==> src/rtl/spfe_pkg.sv <==
`timescale 1ns / 1ps
package spfe_pkg;

	localparam int IN_W       = 24;
	localparam int OUT_W      = 24;
	localparam int TEMP_W     = 11;
	localparam int HUM_W      = 10;
	localparam int TIME_W     = 11;
	localparam int ADDR_W     = 3;
	localparam int CFG_IDX_W  = 1;
	localparam int CFG_DATA_W = 3;
	localparam int FRAME_W    = 62;
	localparam int LEN_W      = 6;
	localparam int NIB_N      = 10;
	localparam int DATA_W     = NIB_N * 5;
	localparam int Q_DEPTH    = 2;
	localparam int Q_PTR_W    = $clog2(Q_DEPTH);
	localparam int Q_CNT_W    = $clog2(Q_DEPTH + 1);

	localparam logic [CFG_IDX_W-1:0] REG_PROTOCOL = 1'd0;
	localparam logic [CFG_IDX_W-1:0] REG_ADDRESS  = 1'd1;

	localparam logic [TIME_W-1:0] SHORT_V11  = 11'd610;
	localparam logic [TIME_W-1:0] LONG_V11   = 11'd1221;
	localparam logic [TIME_W-1:0] SHORT_V12  = 11'd366;
	localparam logic [TIME_W-1:0] LONG_V12   = 11'd854;
	localparam logic [TIME_W-1:0] PERIOD_V11 = 11'd1831;
	localparam logic [TIME_W-1:0] PERIOD_V12 = 11'd1220;
	localparam logic [LEN_W-1:0]  LEN_V11    = 6'd62;
	localparam logic [LEN_W-1:0]  LEN_V12    = 6'd61;
	localparam int                SYNC_V11   = 16;
	localparam int                SYNC_V12   = 10;
	localparam logic [3:0]        TYPE_NIB   = 4'h1;
	localparam logic [3:0]        SUM_BIAS   = 4'd5;
	localparam logic [17:0]       RECIP_10   = 18'd205;

	typedef struct packed {
		logic [FRAME_W-1:0] bits;
		logic               v12;
	} frame_t;

	// q <= 102: returns {hundreds digit, tens digit} of the original value (q = value / 10)
	function automatic logic [7:0] bcd_split(input logic [6:0] q);
		logic [3:0] hi;
		logic [6:0] rem;
		hi = 4'd0;
		for (int k = 1; k <= 10; k++) begin
			if (q >= 7'(k * 10)) hi = 4'(k);
		end
		rem = q - ({hi, 3'b000} + {2'b00, hi, 1'b0});
		bcd_split = {(hi == 4'd10) ? 4'd0 : hi, rem[3:0]};
	endfunction

endpackage

==> src/rtl/sensor_frame_pulse_encoder.sv <==
`timescale 1ns / 1ps
// channel   dir  handshake          payload
// s_*       in   s_tvalid/s_tready  tdata: temp_tenths, humidity_tenths
// m_*       out  m_tvalid/m_tready  tdata: bit_value, pulse_high_us, bit_period_us;
//                                   tlast: last_bit
// cfg_*     in   cfg_we             cfg_index, cfg_wdata
//
// A reading passes the front pipe registers s1, s2 and s3, then waits in a 2-entry frame queue.
// The serializer sends one symbol per cycle while m_tready is high: 61 (protocol 1.2) or 62
// (protocol 1.1) symbols per reading, frames back to back with no gap while the queue is not empty.
// Reset clears the registers to protocol 1.2, address 0, and empties queue and pipe.
// Output stalls hold the serializer; the front keeps taking readings until the queue fills.
module sensor_frame_pulse_encoder (
	input  logic                              clk,
	input  logic                              arst_n,
	input  logic                              s_tvalid,
	output logic                              s_tready,
	// [10:0] temp_tenths, [20:11] humidity_tenths
	input  logic [spfe_pkg::IN_W-1:0]         s_tdata,
	output logic                              m_tvalid,
	input  logic                              m_tready,
	// [0] bit_value, [11:1] pulse_high_us, [22:12] bit_period_us
	output logic [spfe_pkg::OUT_W-1:0]        m_tdata,
	output logic                              m_tlast,
	input  logic                              cfg_we,
	input  logic [spfe_pkg::CFG_IDX_W-1:0]    cfg_index,
	input  logic [spfe_pkg::CFG_DATA_W-1:0]   cfg_wdata
);
	import spfe_pkg::*;

	logic              prot_q;
	logic [ADDR_W-1:0] addr_q;
	logic              push, pop, q_full, q_empty;
	frame_t            push_frame, q_frame;

	always_ff @(posedge clk or negedge arst_n) begin
		if (!arst_n) begin
			prot_q <= 1'b1;
			addr_q <= '0;
		end else if (cfg_we) begin
			unique case (cfg_index)
				REG_PROTOCOL: prot_q <= cfg_wdata[0];
				REG_ADDRESS:  addr_q <= cfg_wdata[ADDR_W-1:0];
				default: ;
			endcase
		end
	end

	spfe_front u_front (
		.clk        (clk),
		.arst_n     (arst_n),
		.s_tvalid   (s_tvalid),
		.s_tready   (s_tready),
		.s_tdata    (s_tdata),
		.sel_v12    (prot_q),
		.addr       (addr_q),
		.push       (push),
		.push_frame (push_frame),
		.q_full     (q_full)
	);

	spfe_fifo u_fifo (
		.clk      (clk),
		.arst_n   (arst_n),
		.push     (push),
		.wr_frame (push_frame),
		.full     (q_full),
		.pop      (pop),
		.rd_frame (q_frame),
		.empty    (q_empty)
	);

	spfe_back u_back (
		.clk      (clk),
		.arst_n   (arst_n),
		.q_empty  (q_empty),
		.q_frame  (q_frame),
		.pop      (pop),
		.m_tvalid (m_tvalid),
		.m_tready (m_tready),
		.m_tdata  (m_tdata),
		.m_tlast  (m_tlast)
	);

	a_no_overflow: assert property (@(posedge clk) disable iff (!arst_n)
		!(push && q_full && !pop))
		else $error("frame queue overflow");

	a_no_underflow: assert property (@(posedge clk) disable iff (!arst_n)
		!(pop && q_empty))
		else $error("frame queue underflow");

	// every frame opens with a sync zero
	a_frame_start: assert property (@(posedge clk) disable iff (!arst_n)
		(m_tvalid && m_tready && m_tlast) |=> (!m_tvalid || !m_tdata[0]))
		else $error("frame does not start with sync zero");

	// the final symbol is always a stop one
	a_last_is_stop: assert property (@(posedge clk) disable iff (!arst_n)
		(m_tvalid && m_tlast) |-> m_tdata[0])
		else $error("last symbol is not a stop bit");

endmodule

==> src/rtl/spfe_front.sv <==
`timescale 1ns / 1ps
module spfe_front (
	input  logic                          clk,
	input  logic                          arst_n,
	input  logic                          s_tvalid,
	output logic                          s_tready,
	input  logic [spfe_pkg::IN_W-1:0]     s_tdata,
	input  logic                          sel_v12,
	input  logic [spfe_pkg::ADDR_W-1:0]   addr,
	output logic                          push,
	output spfe_pkg::frame_t              push_frame,
	input  logic                          q_full
);
	import spfe_pkg::*;

	logic en;
	logic v_s1, v_s2, v_s3;

	logic [TEMP_W-1:0] traw;
	logic [HUM_W-1:0]  hraw;
	logic              neg;
	logic [TEMP_W-1:0] mag;
	logic [17:0]       tprod, hprod;

	logic [TEMP_W-1:0] tmag_s1;
	logic [HUM_W-1:0]  hum_s1;
	logic [6:0]        tq_s1, hq_s1;
	logic              neg_s1, v12_s1;
	logic [ADDR_W-1:0] addr_s1;

	logic [3:0] nib_s2 [8];
	logic       v12_s2;
	logic [TEMP_W-1:0] t10, h10;
	logic [7:0] tsplit, hsplit;
	logic [3:0] t0, h0;

	logic [3:0]         chk, sum;
	logic [DATA_W-1:0]  data;
	frame_t             frame_s3;

	assign en       = !v_s3 || !q_full;
	assign s_tready = en;
	assign push     = v_s3 && !q_full;
	assign push_frame = frame_s3;

	// stage 1: sign/magnitude and value/10 by reciprocal multiply
	assign traw  = s_tdata[TEMP_W-1:0];
	assign hraw  = s_tdata[TEMP_W +: HUM_W];
	assign neg   = traw[TEMP_W-1];
	assign mag   = neg ? (~traw + 11'd1) : traw;
	assign tprod = 18'(mag) * RECIP_10;
	assign hprod = 18'(hraw) * RECIP_10;

	always_ff @(posedge clk or negedge arst_n) begin
		if (!arst_n) begin
			v_s1 <= 1'b0;
			v_s2 <= 1'b0;
			v_s3 <= 1'b0;
		end else if (en) begin
			v_s1 <= s_tvalid;
			v_s2 <= v_s1;
			v_s3 <= v_s2;
		end
	end

	always_ff @(posedge clk) begin
		if (en) begin
			tmag_s1 <= mag;
			hum_s1  <= hraw;
			tq_s1   <= tprod[17:11];
			hq_s1   <= hprod[17:11];
			neg_s1  <= neg;
			v12_s1  <= sel_v12;
			addr_s1 <= addr;
		end
	end

	// stage 2: BCD digits
	assign t10    = {1'b0, tq_s1, 3'b000} + {3'b000, tq_s1, 1'b0};
	assign h10    = {1'b0, hq_s1, 3'b000} + {3'b000, hq_s1, 1'b0};
	assign t0     = 4'(tmag_s1 - t10);
	assign h0     = 4'({1'b0, hum_s1} - h10);
	assign tsplit = bcd_split(tq_s1);
	assign hsplit = bcd_split(hq_s1);

	always_ff @(posedge clk) begin
		if (en) begin
			nib_s2[0] <= TYPE_NIB;
			nib_s2[1] <= {neg_s1, addr_s1};
			nib_s2[2] <= t0;
			nib_s2[3] <= tsplit[3:0];
			nib_s2[4] <= tsplit[7:4];
			nib_s2[5] <= h0;
			nib_s2[6] <= hsplit[3:0];
			nib_s2[7] <= hsplit[7:4];
			v12_s2    <= v12_s1;
		end
	end

	// stage 3: check nibbles and the serial bit image, stop bit after each nibble (protocol 1.1 drops the sum nibble)
	always_comb begin
		chk = 4'd0;
		sum = 4'd0;
		for (int n = 0; n < 8; n++) begin
			chk = chk ^ nib_s2[n];
			sum = sum + nib_s2[n];
			data[n*5 +: 5] = {1'b1, nib_s2[n]};
		end
		data[40 +: 5] = {1'b1, chk};
		data[45 +: 5] = {1'b1, sum + chk + SUM_BIAS};
	end

	always_ff @(posedge clk) begin
		if (en) begin
			frame_s3.v12 <= v12_s2;
			if (v12_s2)
				frame_s3.bits <= {1'b0, data, 1'b1, {SYNC_V12{1'b0}}};
			else
				frame_s3.bits <= {data[44:0], 1'b1, {SYNC_V11{1'b0}}};
		end
	end

endmodule

==> src/rtl/spfe_fifo.sv <==
`timescale 1ns / 1ps
module spfe_fifo (
	input  logic             clk,
	input  logic             arst_n,
	input  logic             push,
	input  spfe_pkg::frame_t wr_frame,
	output logic             full,
	input  logic             pop,
	output spfe_pkg::frame_t rd_frame,
	output logic             empty
);
	import spfe_pkg::*;

	frame_t              mem_q [Q_DEPTH];
	logic [Q_PTR_W-1:0]  wp_q, rp_q;
	logic [Q_CNT_W-1:0]  cnt_q;

	assign full     = cnt_q == Q_CNT_W'(Q_DEPTH);
	assign empty    = cnt_q == '0;
	assign rd_frame = mem_q[rp_q];

	always_ff @(posedge clk or negedge arst_n) begin
		if (!arst_n) begin
			wp_q  <= '0;
			rp_q  <= '0;
			cnt_q <= '0;
		end else begin
			if (push) wp_q <= wp_q + 1'b1;
			if (pop)  rp_q <= rp_q + 1'b1;
			if (push && !pop)
				cnt_q <= cnt_q + 1'b1;
			else if (pop && !push)
				cnt_q <= cnt_q - 1'b1;
		end
	end

	always_ff @(posedge clk) begin
		if (push) mem_q[wp_q] <= wr_frame;
	end

endmodule

==> src/rtl/spfe_back.sv <==
`timescale 1ns / 1ps
module spfe_back (
	input  logic                        clk,
	input  logic                        arst_n,
	input  logic                        q_empty,
	input  spfe_pkg::frame_t            q_frame,
	output logic                        pop,
	output logic                        m_tvalid,
	input  logic                        m_tready,
	output logic [spfe_pkg::OUT_W-1:0]  m_tdata,
	output logic                        m_tlast
);
	import spfe_pkg::*;

	logic [FRAME_W-1:0] sh_q;
	logic [LEN_W-1:0]   cnt_q;
	logic               v12_q;
	logic               hs;
	logic               bitv;
	logic [TIME_W-1:0]  high_t, period_t;

	assign hs       = m_tvalid && m_tready;
	assign m_tvalid = cnt_q != '0;
	assign pop      = !q_empty && (cnt_q == '0 || (cnt_q == LEN_W'(1) && hs));

	always_ff @(posedge clk or negedge arst_n) begin
		if (!arst_n) begin
			cnt_q <= '0;
		end else if (pop) begin
			cnt_q <= q_frame.v12 ? LEN_V12 : LEN_V11;
		end else if (hs) begin
			cnt_q <= cnt_q - 1'b1;
		end
	end

	always_ff @(posedge clk) begin
		if (pop) begin
			sh_q  <= q_frame.bits;
			v12_q <= q_frame.v12;
		end else if (hs) begin
			sh_q <= {1'b0, sh_q[FRAME_W-1:1]};
		end
	end

	assign bitv     = sh_q[0];
	assign high_t   = v12_q ? (bitv ? SHORT_V12 : LONG_V12) : (bitv ? SHORT_V11 : LONG_V11);
	assign period_t = v12_q ? PERIOD_V12 : PERIOD_V11;
	assign m_tdata  = {1'b0, period_t, high_t, bitv};
	assign m_tlast  = cnt_q == LEN_W'(1);

endmodule
==> config.mk <==
export PLATFORM = sky130hd
export DESIGN_NAME = sensor_frame_pulse_encoder
export DESIGN_NICKNAME = d
export VERILOG_FILES = /design/src/rtl/spfe_pkg.sv /design/src/rtl/sensor_frame_pulse_encoder.sv /design/src/rtl/spfe_front.sv /design/src/rtl/spfe_fifo.sv /design/src/rtl/spfe_back.sv
export SDC_FILE = /design/constraint.sdc
export NUM_CORES = 1
export LEC_CHECK = 0
export BUFFER_PORTS_ARGS = -buffer_cell sky130_fd_sc_hd__buf_2
export CAP_MARGIN = 20
export CORE_MARGIN = 1
export CORE_UTILIZATION = 45
export DETAILED_ROUTE_END_ITERATION = 10
export GPL_TIMING_DRIVEN = 1
export PLACE_DENSITY_LB_ADDON = 0.15
export SYNTH_ARGS = -nofsm -noshare
export SYNTH_HDL_FRONTEND = slang
export SYNTH_SLANG_ARGS = --single-unit
export TNS_END_PERCENT = 30
==> constraint.sdc <==
create_clock -name clk -period 8.1 [get_ports clk]
set_input_delay 0.81 -clock clk [delete_from_list [all_inputs] [get_ports clk]]
set_output_delay 0.81 -clock clk [all_outputs]
set_load 0.1 [all_outputs]
==> metrics.txt <==
# TYPE chip_impl_metric gauge
chip_impl_metric{name="core.rowCount",unit=""} 67
chip_impl_info{name="rsz0062_at_grt",value="false"} 1
chip_impl_metric{name="post_cts_sizing",unit=""} 0
chip_impl_metric{name="synth_compound_gate_area_share",unit="%"} 5.67
chip_impl_metric{name="area.growth.synth_to_final",unit="%"} 10.2
chip_impl_info{name="startpoint_type",value="primary input"} 1
chip_impl_metric{name="design.portCount",unit=""} 60
chip_impl_metric{name="timing_worst_slew_pin_value",unit="ps"} 901
chip_impl_metric{name="wire_per_inst",unit="µm"} 14.2
chip_impl_metric{name="layout_worst_path_cycle_share",unit="%"} 68.7
chip_impl_metric{name="postSynth.asyncResetShare",unit="%"} 6.07
chip_impl_metric{name="design.die.area",unit="µm²"} 34600
chip_impl_metric{name="hold_violations",unit=""} 0
chip_impl_metric{name="grt_max_degree",unit=""} 115
chip_impl_metric{name="max-clock-path-buffers",unit=""} 3
chip_impl_metric{name="syn-instance-count",unit=""} 1198
chip_impl_metric{name="antenna_found_initial",unit=""} 0
chip_impl_metric{name="layout.area.seq",unit="µm²"} 8330
chip_impl_info{name="cts_tree",value="done"} 1
chip_impl_metric{name="layout-drive-gt1-share",unit="%"} 11.6
chip_impl_metric{name="setup.reg_to_reg.worst_slack",unit="ps"} 3550
chip_impl_metric{name="num-fill-cells",unit=""} 2979
chip_impl_metric{name="met3WireLength",unit="µm"} 680
chip_impl_metric{name="setup-violations-final",unit=""} 0
chip_impl_metric{name="buffer_ports.inserted",unit=""} 50
chip_impl_metric{name="dpl.hpwl",unit="µm"} 16500
chip_impl_metric{name="slew_headroom",unit="%"} 39.9
chip_impl_metric{name="core",unit="µm²"} 33400
chip_impl_metric{name="post_synth_instance_area",unit="µm²"} 15200
chip_impl_info{name="topRoutingLayerUsed",value="met4"} 1
chip_impl_metric{name="wirelength",unit="µm"} 24400
chip_impl_metric{name="dr_total_vias",unit=""} 8267
chip_impl_metric{name="die_height",unit="µm"} 186
chip_impl_metric{name="maxSlewViolCount",unit=""} 0
chip_impl_metric{name="yosys-mux-area-fraction",unit="%"} 4.41
chip_impl_metric{name="drt-met1-wl",unit="µm"} 11000
chip_impl_info{name="timing_worst_setup_path_type",value="primary input to flop"} 1
chip_impl_metric{name="critPathMaxFanout",unit=""} 6
chip_impl_metric{name="post_synth.cell_area_avg",unit="µm²"} 12.7
chip_impl_metric{name="rr_worst_depth",unit=""} 16
chip_impl_info{name="combinational_family_with_the_most_area_after_synthesis",value="adder cells"} 1
chip_impl_metric{name="holdBufCountCts",unit=""} 0
chip_impl_metric{name="achievable-frequency",unit="MHz"} 180
chip_impl_metric{name="arrival",unit="ps"} 5860
chip_impl_metric{name="synth-adder-area-share",unit="%"} 16.9
chip_impl_metric{name="worst_ep_required_time",unit="ps"} 8390
chip_impl_metric{name="nets",unit=""} 1450
chip_impl_metric{name="fin_setup_tns",unit="ps"} 0
chip_impl_metric{name="clock_skew",unit="ps"} 26.1
chip_impl_metric{name="ratio_of_routed_vias_to_standard_cells",unit=""} 4.83
chip_impl_metric{name="yosysUniqueCellTypes",unit=""} 57
chip_impl_metric{name="synth_seq_area_share",unit="%"} 54.6
chip_impl_info{name="synth_flop_cell",value="edfxtp_1"} 1
chip_impl_metric{name="drc_errors",unit=""} 0
chip_impl_metric{name="timing.max_cap.violations",unit=""} 0
chip_impl_metric{name="cts.htree.levels",unit=""} 1
chip_impl_metric{name="first_pass_grt_wire_length",unit="µm"} 41200
chip_impl_metric{name="cts_inserted_buffers",unit=""} 28
chip_impl_metric{name="die-width",unit="µm"} 186
chip_impl_metric{name="number_of_setup_buffers_added_after_cts",unit=""} 0
chip_impl_metric{name="post-route-min-period",unit="ps"} 5570
chip_impl_metric{name="starting_density_of_the_core",unit="%"} 45.6
chip_impl_metric{name="place_congestion",unit=""} 0.808
chip_impl_metric{name="clock_insertion_delay_worst_skew",unit="ps"} 550
chip_impl_metric{name="cts_sinks",unit=""} 280
chip_impl_metric{name="ys_warn_count",unit=""} 0
chip_impl_info{name="ctsRootBufferMaster",value="clkbuf_16"} 1
chip_impl_metric{name="detailedRoute.firstIterationViolations",unit=""} 353
chip_impl_metric{name="edff_count_synth",unit=""} 263
chip_impl_info{name="status",value="finished, final reports clean"} 1
chip_impl_metric{name="clk_pin_slew_worst_paths",unit="ps"} 60
chip_impl_metric{name="finalNonFillerCells",unit=""} 1712
chip_impl_metric{name="detailroute.wirelength.met2",unit="µm"} 12300
chip_impl_metric{name="antenna_violating_nets_post_route",unit=""} 0
chip_impl_metric{name="vias_in_the_first_global_route",unit=""} 8440
chip_impl_metric{name="detailed_router_iteration_count_before_antenna_repair",unit=""} 4
chip_impl_metric{name="post-place-cells",unit=""} 1659
chip_impl_metric{name="area_used_by_multi_input_combinational_logic",unit="µm²"} 6100
chip_impl_metric{name="n_antenna_cell",unit=""} 0
chip_impl_metric{name="synth-simple-area-share",unit="%"} 6.82
chip_impl_metric{name="flop_and_latch_count_out_of_synthesis",unit=""} 280
chip_impl_info{name="holdCritPathClass",value="primary input to asynchronous set/reset pin"} 1
chip_impl_metric{name="global_route.overflow_total",unit=""} 0
chip_impl_metric{name="global_route.usage.total",unit="%"} 15.0
chip_impl_info{name="endpoint_kind",value="flop"} 1
chip_impl_metric{name="synth-xor-area-share",unit="%"} 5.98
-- registers in the layout, summed over array words and instances, names as in the netlist, 4 cells and up --
register	count
u_back.cnt_q	6
u_back.sh_q	62
u_fifo.mem_q	96
u_front.hq_s1	7
u_front.hum_s1	4
u_front.nib_s2	28
u_front.push_frame	48
u_front.tmag_s1	4
u_front.tq_s1	7
-- worst max-delay path, stage by stage --
cell and delay [ps]:
buf_2 120, or4_1 540, or3_4 380, o21ai_4 180, xor2_4 260, xor2_1 230, inv_1 90, fa_1 530
inv_1 50, fa_1 520, inv_1 50, fa_1 530, inv_1 40, ha_1 310, a21oi_1 140, o21ai_0 130
a31o_2 260, a21oi_1 300, o221ai_1 200, xnor2_1 160
-- stage by stage --
step           hold slack (ps)  util [%]  setup WS (ps)  instance area (µm²)
2_1_floorplan              400         -           2430                15300
3_3_place_gp               404      47.5           2000                15900
3_5_place_dp               405      47.5           1940                15900
4_1_cts                    183      50.2           2520                16800
5_1_grt                    199      50.2           2250                16800
6_report                   187      50.2           2530                16800
-- Yosys cell counts, drive strengths merged (5+ instances only) --
cell type,count,share of area (%)
a21oi,21,0.69
nand2,92,2.3
and2,16,0.66
dfrtp,16,2.6
o31ai,6,0.30
or3,5,0.24
nor3,5,0.16
buf,20,0.92
xnor2,77,4.4
xor2,25,1.6
a21o,14,0.69
ha,124,10
nand3,13,0.43
nor2b,10,0.41
inv,158,3.9
edfxtp,263,52
mux2,17,1.3
fa,51,6.7
clkbuf,29,0.71
nand2b,17,0.70
o21ai,83,2.8
mux2i,48,3.2
nor2,36,0.89
or2,14,0.57
-- layout by cell type (no fill, tap or decap), types with 16 or more instances in the layout --
cell type,count
a21oi_1,21
and2_1,16
buf_2,50
clkbuf_16,28
edfxtp_1,263
fa_1,51
ha_1,124
inv_1,157
mux2_2,17
mux2i_1,48
nand2_1,92
nand2b_1,17
nor2_1,35
o21ai_0,81
xnor2_1,77
xor2_1,24
-- cell type report --
type	count	area share (%)
clock buffers	36	4.41
clock inverters	16	0.812
inverters	159	3.56
multi-input cells	714	36.3
flip-flops and latches	280	49.5
well taps	448	3.34
repair buffers	59	2.01
-- final timing paths --
path / endpoint / start
setup / recovery: u_front.tq_s1[6] / s_tdata[2]
min in group clk: u_front.nib_s2[0][6] / u_front.addr_s1[2]
hold reg to reg: u_front.nib_s2[0][6] / u_front.addr_s1[2]
max in group asynchronous: prot_q / arst_n
setup reg to reg: u_front.push_frame[60] / u_front.nib_s2[1][8]
hold / removal: addr_q[1] / arst_n
-- kinds of logic after synthesis --
logic type | count (synthesis)
flip-flops | 280
AND/OR/NAND/NOR | 219
buffers and inverters | 208
adder cells (fa/ha/maj) | 176
AO/OA/AOI/OAI | 146
XOR/XNOR | 102
multiplexers | 65
other | 2
-- routing by layer --
layer | vias to the layer above | global-route usage, %
li1 | 4163 | -
met5 | - | 0
met4 | 0 | 3.77
met2 | 99 | 27.5
met3 | 32 | 2.05
met1 | 3973 | 18.6
Power is not shown: default switching activity piles up to over one toggle a cycle in this logic, so the estimate is an artifact.
